[src/rtl/core/pacp_pkg.sv]
// ----------------------------------------------------------------------------
// pacp_pkg
// Shared constants for the pixel alpha composite and pack unit.
// ----------------------------------------------------------------------------
package pacp_pkg;

  localparam int unsigned COORD_BITS_DEF = 12;

  // APB register map, byte address = 4 * index
  localparam int unsigned APB_ADDR_W = 5;
  localparam logic [2:0]  REG_CHANNEL_MAX      = 3'd0;
  localparam logic [2:0]  REG_CHANNEL_SHIFT    = 3'd1;
  localparam logic [2:0]  REG_BYTES_PER_PIXEL  = 3'd2;
  localparam logic [2:0]  REG_MSB_FIRST        = 3'd3;
  localparam logic [2:0]  REG_SOLID_BACKGROUND = 3'd4;
  localparam logic [2:0]  REG_SOLID_COLOR      = 3'd5;
  localparam logic [2:0]  REG_SOURCE_HAS_ALPHA = 3'd6;

  // reset values
  localparam logic [23:0] CHANNEL_MAX_RST   = 24'hFFFFFF;
  localparam logic [14:0] CHANNEL_SHIFT_RST = 15'd272;
  localparam logic [2:0]  BPP_RST           = 3'd4;

  // arithmetic constants
  localparam logic [7:0]  GREY_DARK   = 8'd120;
  localparam logic [7:0]  GREY_LIGHT  = 8'd200;
  localparam logic [7:0]  ALPHA_OPAQUE = 8'hFF;
  localparam logic [15:0] ROUND_255   = 16'd127;
  // floor(v/255) = (v * DIV255_MUL) >> 23, exact for any 16-bit v
  localparam logic [15:0] DIV255_MUL  = 16'd32897;

  function automatic logic [7:0] div255(input logic [15:0] v);
    logic [31:0] p;
    p = 32'(v) * 32'(DIV255_MUL);
    return p[30:23];
  endfunction

endpackage

[src/rtl/core/pixel_alpha_composite_pack_unit.sv]
// ----------------------------------------------------------------------------
// pixel_alpha_composite_pack_unit
// Composites a source or background pixel, scales and packs the RGB channels
// into one pixel word and emits it as 1 to 4 bytes in memory order.
// ----------------------------------------------------------------------------
//  channel  | handshake                 | payload
//  ---------+---------------------------+-----------------------------------
//  in       | in_valid_i / in_stall_o   | req_type, pixel_x/y, src_rgba
//  out      | out_valid_o / out_stall_i | pixel_bytes, byte_count
//  apb      | psel/penable/pwrite       | paddr, pwdata, prdata, pready
//
//  One item per clock sustained while out_stall_i stays low; five register
//  stages, and out_valid_o is the valid bit of the fifth. The two
//  multiply-by-reciprocal divides by 255 set the stage count: each product
//  is registered before the next use.
//  Reset clears the stage valid bits and loads the register defaults.
//  Each stage holds while its successor is full and stalled, so bubbles
//  are squeezed out and the input keeps flowing while a result waits.
// ----------------------------------------------------------------------------
module pixel_alpha_composite_pack_unit
  import pacp_pkg::*;
#(
  parameter int unsigned COORD_BITS = COORD_BITS_DEF
) (
  input  logic                  clk_i,
  input  logic                  rst_ni,
  // input items
  input  logic                  in_valid_i,
  output logic                  in_stall_o,
  input  logic                  req_type_i,
  input  logic [COORD_BITS-1:0] pixel_x_i,
  input  logic [COORD_BITS-1:0] pixel_y_i,
  input  logic [7:0]            src_red_i,
  input  logic [7:0]            src_green_i,
  input  logic [7:0]            src_blue_i,
  input  logic [7:0]            src_alpha_i,
  // result items
  output logic                  out_valid_o,
  input  logic                  out_stall_i,
  output logic [31:0]           pixel_bytes_o,
  output logic [2:0]            byte_count_o,
  // configuration
  input  logic                  psel,
  input  logic                  penable,
  input  logic                  pwrite,
  input  logic [APB_ADDR_W-1:0] paddr,
  input  logic [31:0]           pwdata,
  output logic [31:0]           prdata,
  output logic                  pready
);

  // --------------------------------------------------------------------------
  // Configuration registers
  // --------------------------------------------------------------------------
  logic [23:0] chan_max_q;
  logic [14:0] chan_shift_q;
  logic [2:0]  bpp_q;
  logic        msb_first_q;
  logic        solid_bg_q;
  logic [23:0] solid_color_q;
  logic        has_alpha_q;
  logic        cfg_wr;
  logic [2:0]  cfg_idx;

  assign pready  = 1'b1;
  assign cfg_idx = paddr[4:2];
  assign cfg_wr  = psel & penable & pwrite & pready;

  always_ff @(posedge clk_i or negedge rst_ni) begin
    if (!rst_ni) begin
      chan_max_q    <= CHANNEL_MAX_RST;
      chan_shift_q  <= CHANNEL_SHIFT_RST;
      bpp_q         <= BPP_RST;
      msb_first_q   <= 1'b0;
      solid_bg_q    <= 1'b0;
      solid_color_q <= '0;
      has_alpha_q   <= 1'b1;
    end else if (cfg_wr) begin
      case (cfg_idx)
        REG_CHANNEL_MAX:      chan_max_q    <= pwdata[23:0];
        REG_CHANNEL_SHIFT:    chan_shift_q  <= pwdata[14:0];
        REG_BYTES_PER_PIXEL:  bpp_q         <= pwdata[2:0];
        REG_MSB_FIRST:        msb_first_q   <= pwdata[0];
        REG_SOLID_BACKGROUND: solid_bg_q    <= pwdata[0];
        REG_SOLID_COLOR:      solid_color_q <= pwdata[23:0];
        REG_SOURCE_HAS_ALPHA: has_alpha_q   <= pwdata[0];
        default: ;
      endcase
    end
  end

  always_comb begin
    case (cfg_idx)
      REG_CHANNEL_MAX:      prdata = {8'd0, chan_max_q};
      REG_CHANNEL_SHIFT:    prdata = {17'd0, chan_shift_q};
      REG_BYTES_PER_PIXEL:  prdata = {29'd0, bpp_q};
      REG_MSB_FIRST:        prdata = {31'd0, msb_first_q};
      REG_SOLID_BACKGROUND: prdata = {31'd0, solid_bg_q};
      REG_SOLID_COLOR:      prdata = {8'd0, solid_color_q};
      REG_SOURCE_HAS_ALPHA: prdata = {31'd0, has_alpha_q};
      default:              prdata = '0;
    endcase
  end

  // --------------------------------------------------------------------------
  // Stage flow control: a stage loads when empty or when its successor loads
  // --------------------------------------------------------------------------
  logic v1_q, v2_q, v3_q, v4_q, v5_q;
  logic en1, en2, en3, en4, en5;

  assign en5 = !v5_q || !out_stall_i;
  assign en4 = !v4_q || en5;
  assign en3 = !v3_q || en4;
  assign en2 = !v2_q || en3;
  assign en1 = !v1_q || en2;

  assign in_stall_o = !en1;

  always_ff @(posedge clk_i or negedge rst_ni) begin
    if (!rst_ni) begin
      v1_q <= 1'b0;
      v2_q <= 1'b0;
      v3_q <= 1'b0;
      v4_q <= 1'b0;
      v5_q <= 1'b0;
    end else begin
      if (en1) v1_q <= in_valid_i;
      if (en2) v2_q <= v1_q;
      if (en3) v3_q <= v2_q;
      if (en4) v4_q <= v3_q;
      if (en5) v5_q <= v4_q;
    end
  end

  // --------------------------------------------------------------------------
  // Stage 1: background, color select, blend numerator
  // --------------------------------------------------------------------------
  logic [2:0][7:0]  src;
  logic [2:0][7:0]  bg;
  logic [7:0]       grey;
  logic [7:0]       inv_alpha;
  logic             do_blend;
  logic [2:0][15:0] num1_d;
  logic [2:0][15:0] num1_q;
  logic             blend1_q;

  assign src       = {src_blue_i, src_green_i, src_red_i};
  // checker square parity is bit 4 of x plus bit 4 of y
  assign grey      = (pixel_x_i[4] ^ pixel_y_i[4]) ? GREY_DARK : GREY_LIGHT;
  assign inv_alpha = ALPHA_OPAQUE - src_alpha_i;
  assign do_blend  = req_type_i && has_alpha_q && (src_alpha_i != ALPHA_OPAQUE);

  always_comb begin
    for (int k = 0; k < 3; k++) begin
      bg[k] = solid_bg_q ? solid_color_q[8*k +: 8] : grey;
      if (do_blend) begin
        num1_d[k] = 16'(16'(src[k]) * 16'(src_alpha_i))
                  + 16'(16'(bg[k]) * 16'(inv_alpha)) + ROUND_255;
      end else if (req_type_i) begin
        num1_d[k] = {8'd0, src[k]};
      end else begin
        num1_d[k] = {8'd0, bg[k]};
      end
    end
  end

  always_ff @(posedge clk_i) begin
    if (en1) begin
      num1_q   <= num1_d;
      blend1_q <= do_blend;
    end
  end

  // --------------------------------------------------------------------------
  // Stage 2: blend divide by 255
  // --------------------------------------------------------------------------
  logic [2:0][7:0] col2_d;
  logic [2:0][7:0] col2_q;

  always_comb begin
    for (int k = 0; k < 3; k++) begin
      col2_d[k] = blend1_q ? div255(num1_q[k]) : num1_q[k][7:0];
    end
  end

  always_ff @(posedge clk_i) begin
    if (en2) col2_q <= col2_d;
  end

  // --------------------------------------------------------------------------
  // Stage 3: scale numerator c*max + 127
  // --------------------------------------------------------------------------
  logic [2:0][15:0] num3_d;
  logic [2:0][15:0] num3_q;

  always_comb begin
    for (int k = 0; k < 3; k++) begin
      num3_d[k] = 16'(16'(col2_q[k]) * 16'(chan_max_q[8*k +: 8])) + ROUND_255;
    end
  end

  always_ff @(posedge clk_i) begin
    if (en3) num3_q <= num3_d;
  end

  // --------------------------------------------------------------------------
  // Stage 4: scale divide by 255
  // --------------------------------------------------------------------------
  logic [2:0][7:0] lvl4_d;
  logic [2:0][7:0] lvl4_q;

  always_comb begin
    for (int k = 0; k < 3; k++) begin
      lvl4_d[k] = div255(num3_q[k]);
    end
  end

  always_ff @(posedge clk_i) begin
    if (en4) lvl4_q <= lvl4_d;
  end

  // --------------------------------------------------------------------------
  // Stage 5: shift, mask, merge, byte order
  // --------------------------------------------------------------------------
  logic [31:0] word;
  logic [2:0]  nbytes;
  logic [1:0]  bsel;
  logic [31:0] bytes5_d;
  logic [31:0] bytes5_q;
  logic [2:0]  cnt5_q;

  always_comb begin
    word = '0;
    for (int k = 0; k < 3; k++) begin
      // (v << sh) & (max << sh) == (v & max) << sh, cut to 32 bits
      word = word | 32'({32'd0, (lvl4_q[k] & chan_max_q[8*k +: 8])}
                        << chan_shift_q[5*k +: 5]);
    end
  end

  assign nbytes = (bpp_q >= 3'd2 && bpp_q <= 3'd4) ? bpp_q : 3'd1;

  always_comb begin
    bytes5_d = '0;
    bsel     = '0;
    for (int i = 0; i < 4; i++) begin
      if (3'(i) < nbytes) begin
        bsel = msb_first_q ? 2'(nbytes - 3'(i) - 3'd1) : 2'(i);
        bytes5_d[8*i +: 8] = word[8*bsel +: 8];
      end
    end
  end

  always_ff @(posedge clk_i) begin
    if (en5) begin
      bytes5_q <= bytes5_d;
      cnt5_q   <= nbytes;
    end
  end

  assign out_valid_o   = v5_q;
  assign pixel_bytes_o = bytes5_q;
  assign byte_count_o  = cnt5_q;

endmodule

[config.mk]
export PLATFORM = sky130hd
export DESIGN_NAME = pixel_alpha_composite_pack_unit
export DESIGN_NICKNAME = d
export VERILOG_FILES = /design/src/rtl/core/pacp_pkg.sv /design/src/rtl/core/pixel_alpha_composite_pack_unit.sv
export SDC_FILE = /design/constraint.sdc
export NUM_CORES = 2
export LEC_CHECK = 0
export BUFFER_PORTS_ARGS = -buffer_cell sky130_fd_sc_hd__clkbuf_2
export CAP_MARGIN = 40
export CORE_ASPECT_RATIO = 1.75
export CORE_MARGIN = 2
export CORE_UTILIZATION = 59
export DETAILED_ROUTE_END_ITERATION = 7
export PLACE_DENSITY = 0.85
export SLEW_MARGIN = 20
export SYNTH_ARGS = -nofsm -noshare
export SYNTH_HDL_FRONTEND = slang
export SYNTH_SLANG_ARGS = --single-unit
[constraint.sdc]
create_clock -name clk_i -period 6.4 [get_ports clk_i]
set_input_delay 1.28 -clock clk_i [delete_from_list [all_inputs] [get_ports clk_i]]
set_output_delay 1.28 -clock clk_i [all_outputs]
set_load 0.01 [all_outputs]
== After elaboration in Yosys (flattened, before gate mapping) ==
Cells that the tools add are included.
Cells by class
  shifts and indexed selects: 7
  mux-type cells: 19
  add/sub/neg operators: 16
  reduce and logical (&&, ||, !) cells: 23
  $lt $le $gt $ge: 6
  multipliers: 15
  bitwise gates (word level): 8
  equality and inequality tests: 7
Operator list (count)
  $mul A16 B16 Y31 const B: 6
  $pmux W24 S7: 1
  $mul A8 B8 Y16: 9
  $shiftx A32 B6 Y8: 4
  $add A16 B7 Y16 const B: 6
  $shl A8 B5 Y32: 3
  $mux W8: 10
  $or A32 B32 Y32: 2
  $add A16 B16 Y16: 3
  $mux W16: 3
  $and A8 B8 Y8: 3
  $reduce_and A2 Y1: 7
  $eq A3 B3 Y1 const B: 3
  $mux W2: 4
  $ne A8 B8 Y1 const B: 1
  $sub A2 B1 Y2 const B: 4
  $sub A8 B8 Y8 const A: 1
  $logic_not A1 Y1: 7
  $eq A3 B2 Y1 const B: 2
  $lt A1 B3 Y1 const A: 2
  $lt A2 B3 Y1 const A: 2
  $logic_or A1 B1 Y1: 5
  $sub A2 B2 Y2 const B: 2
  $eq A3 B1 Y1 const B: 1
  7 further kinds: 10
Word-level totals
  bits in registers: 254

== Longest topological paths before layout ==
  depth after elaboration: 7
  mapped depth: 24

== Worst setup path before layout ==
No wires, ideal clock.
  path kind: input port to flip-flop
  start: in pixel_x_i[4]
  end: reg num1_q[31] (netlist bit), data pin
  stages on the path: 21
  library setup time: 266 ps
  slack: -561 ps
  data required time: 6134 ps
  data arrival time: 6695 ps
  cells stage by stage: xnor2_1 -> nand2_1 -> o21ai_1 -> or2_2 -> fa_1 -> inv_1 -> fa_1 -> fa_1 -> fa_1 -> fa_1 -> inv_1 -> fa_1 -> inv_1 -> ha_1 -> inv_1 -> o21bai_1 -> a2111oi_4 -> o32ai_1 -> o41ai_1 -> xnor2_1 -> nor2_1
Between the ends
  cells in the longest elaborated chain, start to end: 7
Ends and longest elaborated chain
  start, declared: line pixel_alpha_composite_pack_unit.sv:31  | input logic [COORD_BITS-1:0] pixel_x_i,
  $xor A1 B1 Y1: line pixel_alpha_composite_pack_unit.sv:149  | assign grey = (pixel_x_i[4] ^ pixel_y_i[4]) ? GREY_DARK : GREY_LIGHT;
  $mux W8: line pixel_alpha_composite_pack_unit.sv:149
  $mux W8: line pixel_alpha_composite_pack_unit.sv:155  | bg[k] = solid_bg_q ? solid_color_q[8*k +: 8] : grey;
  $mul A8 B8 Y16: line pixel_alpha_composite_pack_unit.sv:158  | + 16'(16'(bg[k]) * 16'(inv_alpha)) + ROUND_255;
  $add A16 B16 Y16: line pixel_alpha_composite_pack_unit.sv:158
  $add A16 B7 Y16: line pixel_alpha_composite_pack_unit.sv:158
  $mux W16: line pixel_alpha_composite_pack_unit.sv:156  | if (do_blend) begin
  end signal, assigned: line pixel_alpha_composite_pack_unit.sv:169  | num1_q <= num1_d;
  end, declared: line pixel_alpha_composite_pack_unit.sv:144  | logic [2:0][15:0] num1_q;
Every way passes these cells.
A chain may end at the register's enable or synchronous reset.

== Worst setup path after layout ==
  start: in pixel_y_i[4]
  end: reg num1_q[45] (netlist bit), data pin
Between the ends
  cells in the longest elaborated chain, start to end: 7
Ends and longest elaborated chain
  start, declared: line pixel_alpha_composite_pack_unit.sv:32  | input logic [COORD_BITS-1:0] pixel_y_i,
  $xor A1 B1 Y1: line pixel_alpha_composite_pack_unit.sv:149
  $mux W8: line pixel_alpha_composite_pack_unit.sv:149
  $mux W8: line pixel_alpha_composite_pack_unit.sv:155
  $mul A8 B8 Y16: line pixel_alpha_composite_pack_unit.sv:158
  $add A16 B16 Y16: line pixel_alpha_composite_pack_unit.sv:158
  $add A16 B7 Y16: line pixel_alpha_composite_pack_unit.sv:158
  $mux W16: line pixel_alpha_composite_pack_unit.sv:156
Every way passes these cells.

==> results.tsv <==
stage	metric	value	unit
sta	setup_viol	0	
yosys	syn_area_per_cell	9.567	um^2
floorplanning	core	64480	um^2
sta	slew_viol_final	0	
setup_path	crit_fanout	5	
clock_network	max-clock-path-buffers	3	
setup_path	cp.required	6.70	ns
hold_path	hold_path_depth	1	
setup_path	rr_endpoint	num1_q[31]$_SDFFCE_PN0N_	
run	max_cap_viol_count	0	
global_routing	antenna_found_initial	9	
sta	tightest_slew	0.8961	ns
global_routing	grt_pass1_vias	33740	
setup_path	reg2reg_setup_slack	0.18	ns
global_routing	grt_max_degree	74	
yosys	async_flop_share	0.2913	
clock_network	cts_max_level	1	
layout	layout-drive-gt1-share	0.1522	
detailed_routing	wl	106.7	mm
global_routing	grt_use_total	0.3225	
hold_path	hp-start	v1_q$_DFFE_PN0N_	
clock_network	cts_buffers	25	
floorplanning	start_util	0.5969	
global_routing	grt_overflow	0	
layout	layout.nets	5402	
floorplanning	die-area	67380	um^2
setup_path	critPathLaunchType	input port	
detailed_routing	drt_first_pass_iters	6	
detailed_routing	drc	0	
clock_network	clk_pin_slew_worst_paths	0.07	ns
floorplanning	die_h	341.9	um
layout	syn_to_final_growth	10.68	%
detailed_routing	ant_nets	0	
setup_path	arrival	6.68	ns
setup_path	end_kind	flop	
yosys	syn_inst	4023	
sta	finalCritPeriodShare	0.9969	
place	dp_hpwl	86.52	mm
sta	clock_skew	0.01946	ns
setup_path	reg2reg_from	solid_bg_q$_DFFE_PN0P_	
clock_network	tritoncts	yes	
detailed_routing	drt-wirelength-per-cell	21.14	um
yosys	synth_top_area_share	0.2263	
clock_network	clock_sinks	254	
sta	fin_crit	6.380	ns
sta	hold_viol	0	
yosys	synth-seq-area-share	0.1895	
yosys	ys_seq_elements	254	
layout	finish.instance_area	42600	um^2
yosys	synth_enable_flop_cells	180	
yosys	yosysTopAreaCell	fa_1	
hold_path	whs_endpoint	v2_q$_DFFE_PN0P_	
sta	fmax	156.7	MHz
place	post_dp_cell_area	41470	um^2
floorplanning	ios	171	
sta	relSlewSlack	0.4026	
detailed_routing	drt_first_iter_violations	2215	
setup_path	path_class	in2reg	
place	gp_congestion	1.029	
detailed_routing	via_per_inst	6.178	
yosys	synth_top_cells_by_count	ha_1, inv_1, fa_1, nand2_1, nor2_1	
hold_path	hold_path_class	reg2reg	
yosys	synth.most_common_cell	ha_1	
yosys	yosysUniqueCellTypes	80	
setup_path	r2r_cells	20	
floorplanning	fp.dieW	197.1	um
yosys	synth_ff_type	edfxtp_1	
global_routing	grt_pass1_wl	169.3	mm
status	status	completed	
clock_network	clk_latency	0.58	ns
detailed_routing	vias	31170	
place	port_buffers	129	
yosys	syn_area	38490	um^2
floorplanning	rows	123	
yosys	synthTopCellsByArea	fa_1, ha_1, edfxtp_1	
clock_network	root_buffer	clkbuf_16	
sta	rsz0062_at_grt	true	
yosys	yosysWarnings	0	
state kept, by name, summed over array words and instances (netlist names), 3 cells and up:
signal and flops:
bpp_q 3, solid_color_q 24, byte_count_o 3, num3_q 48, num1_q 48, lvl4_q 24, col2_q 24, pixel_bytes_o 32
chan_shift_q 15, chan_max_q 24
critical path, cell delays in order:
cell and delay, ns:
buf_8 0.10, xnor2_4 0.15, nand2_4 0.17, buf_6 0.13
o21ai_4 0.06, or2_4 0.26, fa_1 0.52, inv_2 0.04
fa_1 0.49, fa_1 0.56, fa_1 0.44, fa_1 0.51
inv_1 0.05, fa_1 0.52, inv_2 0.05, ha_4 0.21
or2_4 0.23, a21oi_4 0.18, o31ai_4 0.11, o41ai_4 0.26
buf_4 0.17, xor2_1 0.13, nor2_1 0.05
layout by cell type, fill, tap and decap left out, types with 85 or more instances in the layout:
| cell type | instances |
|---|---|
| a21oi_1 | 111 |
| and2_1 | 186 |
| buf_4 | 168 |
| clkbuf_2 | 126 |
| edfxtp_1 | 180 |
| fa_1 | 429 |
| ha_1 | 637 |
| inv_1 | 544 |
| nand2_1 | 385 |
| nor2_1 | 300 |
| o21ai_0 | 96 |
| xnor2_1 | 85 |
final cells by class:
| type | count | area, um^2 |
|---|---|---|
| flip-flops and latches | 254 | 7292 |
| fillers | 4802 | 21880 |
| clock inverters | 16 | 141.4 |
| multi-input cells | 3053 | 29130 |
| clock buffers | 30 | 665.6 |
| inverters | 560 | 2107 |
| diodes | 3 | 7.507 |
| repair buffers | 318 | 2238 |
| well taps | 812 | 1016 |
cells by family (layout without fill, tap and decap cells):
| logic type | Yosys count | in the layout | share of synthesized area |
|---|---|---|---|
| AND/OR/NAND/NOR | 1188 | 1188 | 0.1450 |
| adder cells (fa/ha/maj) | 1089 | 1089 | 0.4389 |
| buffers and inverters | 723 | 924 | 0.07210 |
| AO/OA/AOI/OAI | 530 | 530 | 0.09213 |
| flip-flops | 254 | 254 | 0.1895 |
| XOR/XNOR | 119 | 119 | 0.02708 |
| multiplexers | 118 | 118 | 0.03521 |
| other | 2 | 12 | 0.0001951 |
how the worst max path moves through the flow:
| stage | from | endpoint | cells after the start |
|---|---|---|---|
| 5_1_grt | pixel_y_i[4] | num1_q[47]$_SDFFCE_PN0N_ | 23 |
| 3_3_place_gp | pixel_x_i[4] | num1_q[15]$_SDFFCE_PN0N_ | 21 |
| 2_1_floorplan | pixel_x_i[4] | num1_q[47]$_SDFFCE_PN0N_ | 18 |
| 3_5_place_dp | pixel_x_i[4] | num1_q[31]$_SDFFCE_PN0N_ | 21 |
| 4_1_cts | pixel_x_i[4] | num1_q[15]$_SDFFCE_PN0N_ | 21 |
| 6_report | pixel_y_i[4] | num1_q[45]$_SDFFCE_PN0N_ | 23 |
per-stage QoR:
stage	setup TNS [ns]	worst slack [ns]	cells	util	hold slack (ns)
3_3_place_gp	-8.285	-0.5290	4978	0.6416	0.4364
4_1_cts	-0.01388	-0.01388	5032	0.6558	0.4697
2_1_floorplan	-0.4736	-0.1521	4030	-	0.4267
6_report	0	0.02004	5046	0.6606	0.4670
3_5_place_dp	-10.72	-0.6369	4985	0.6431	0.4520
5_1_grt	-0.9218	-0.1376	5045	0.6606	0.4841
what timing repair did:
action	in CTS	in global routing
endpoints found under the hold margin	0	0
setup buffers	1	7
pin swaps	2	37
hold buffers	0	0
setup endpoints to repair	3	16
resized for setup	2	52
layer usage:
metal  up-vias  global-route usage  part of all wire
met1     15270              0.3297              0.33
met5         -                   0           0.00049
met2      1505              0.5835              0.51
met4         8              0.2475             0.089
li1      13800                   -                 -
met3       588             0.05325             0.072
Power is left out: the tool's default activity adds up to more than one toggle a clock period on the data nets, which glitch-free logic cannot reach.
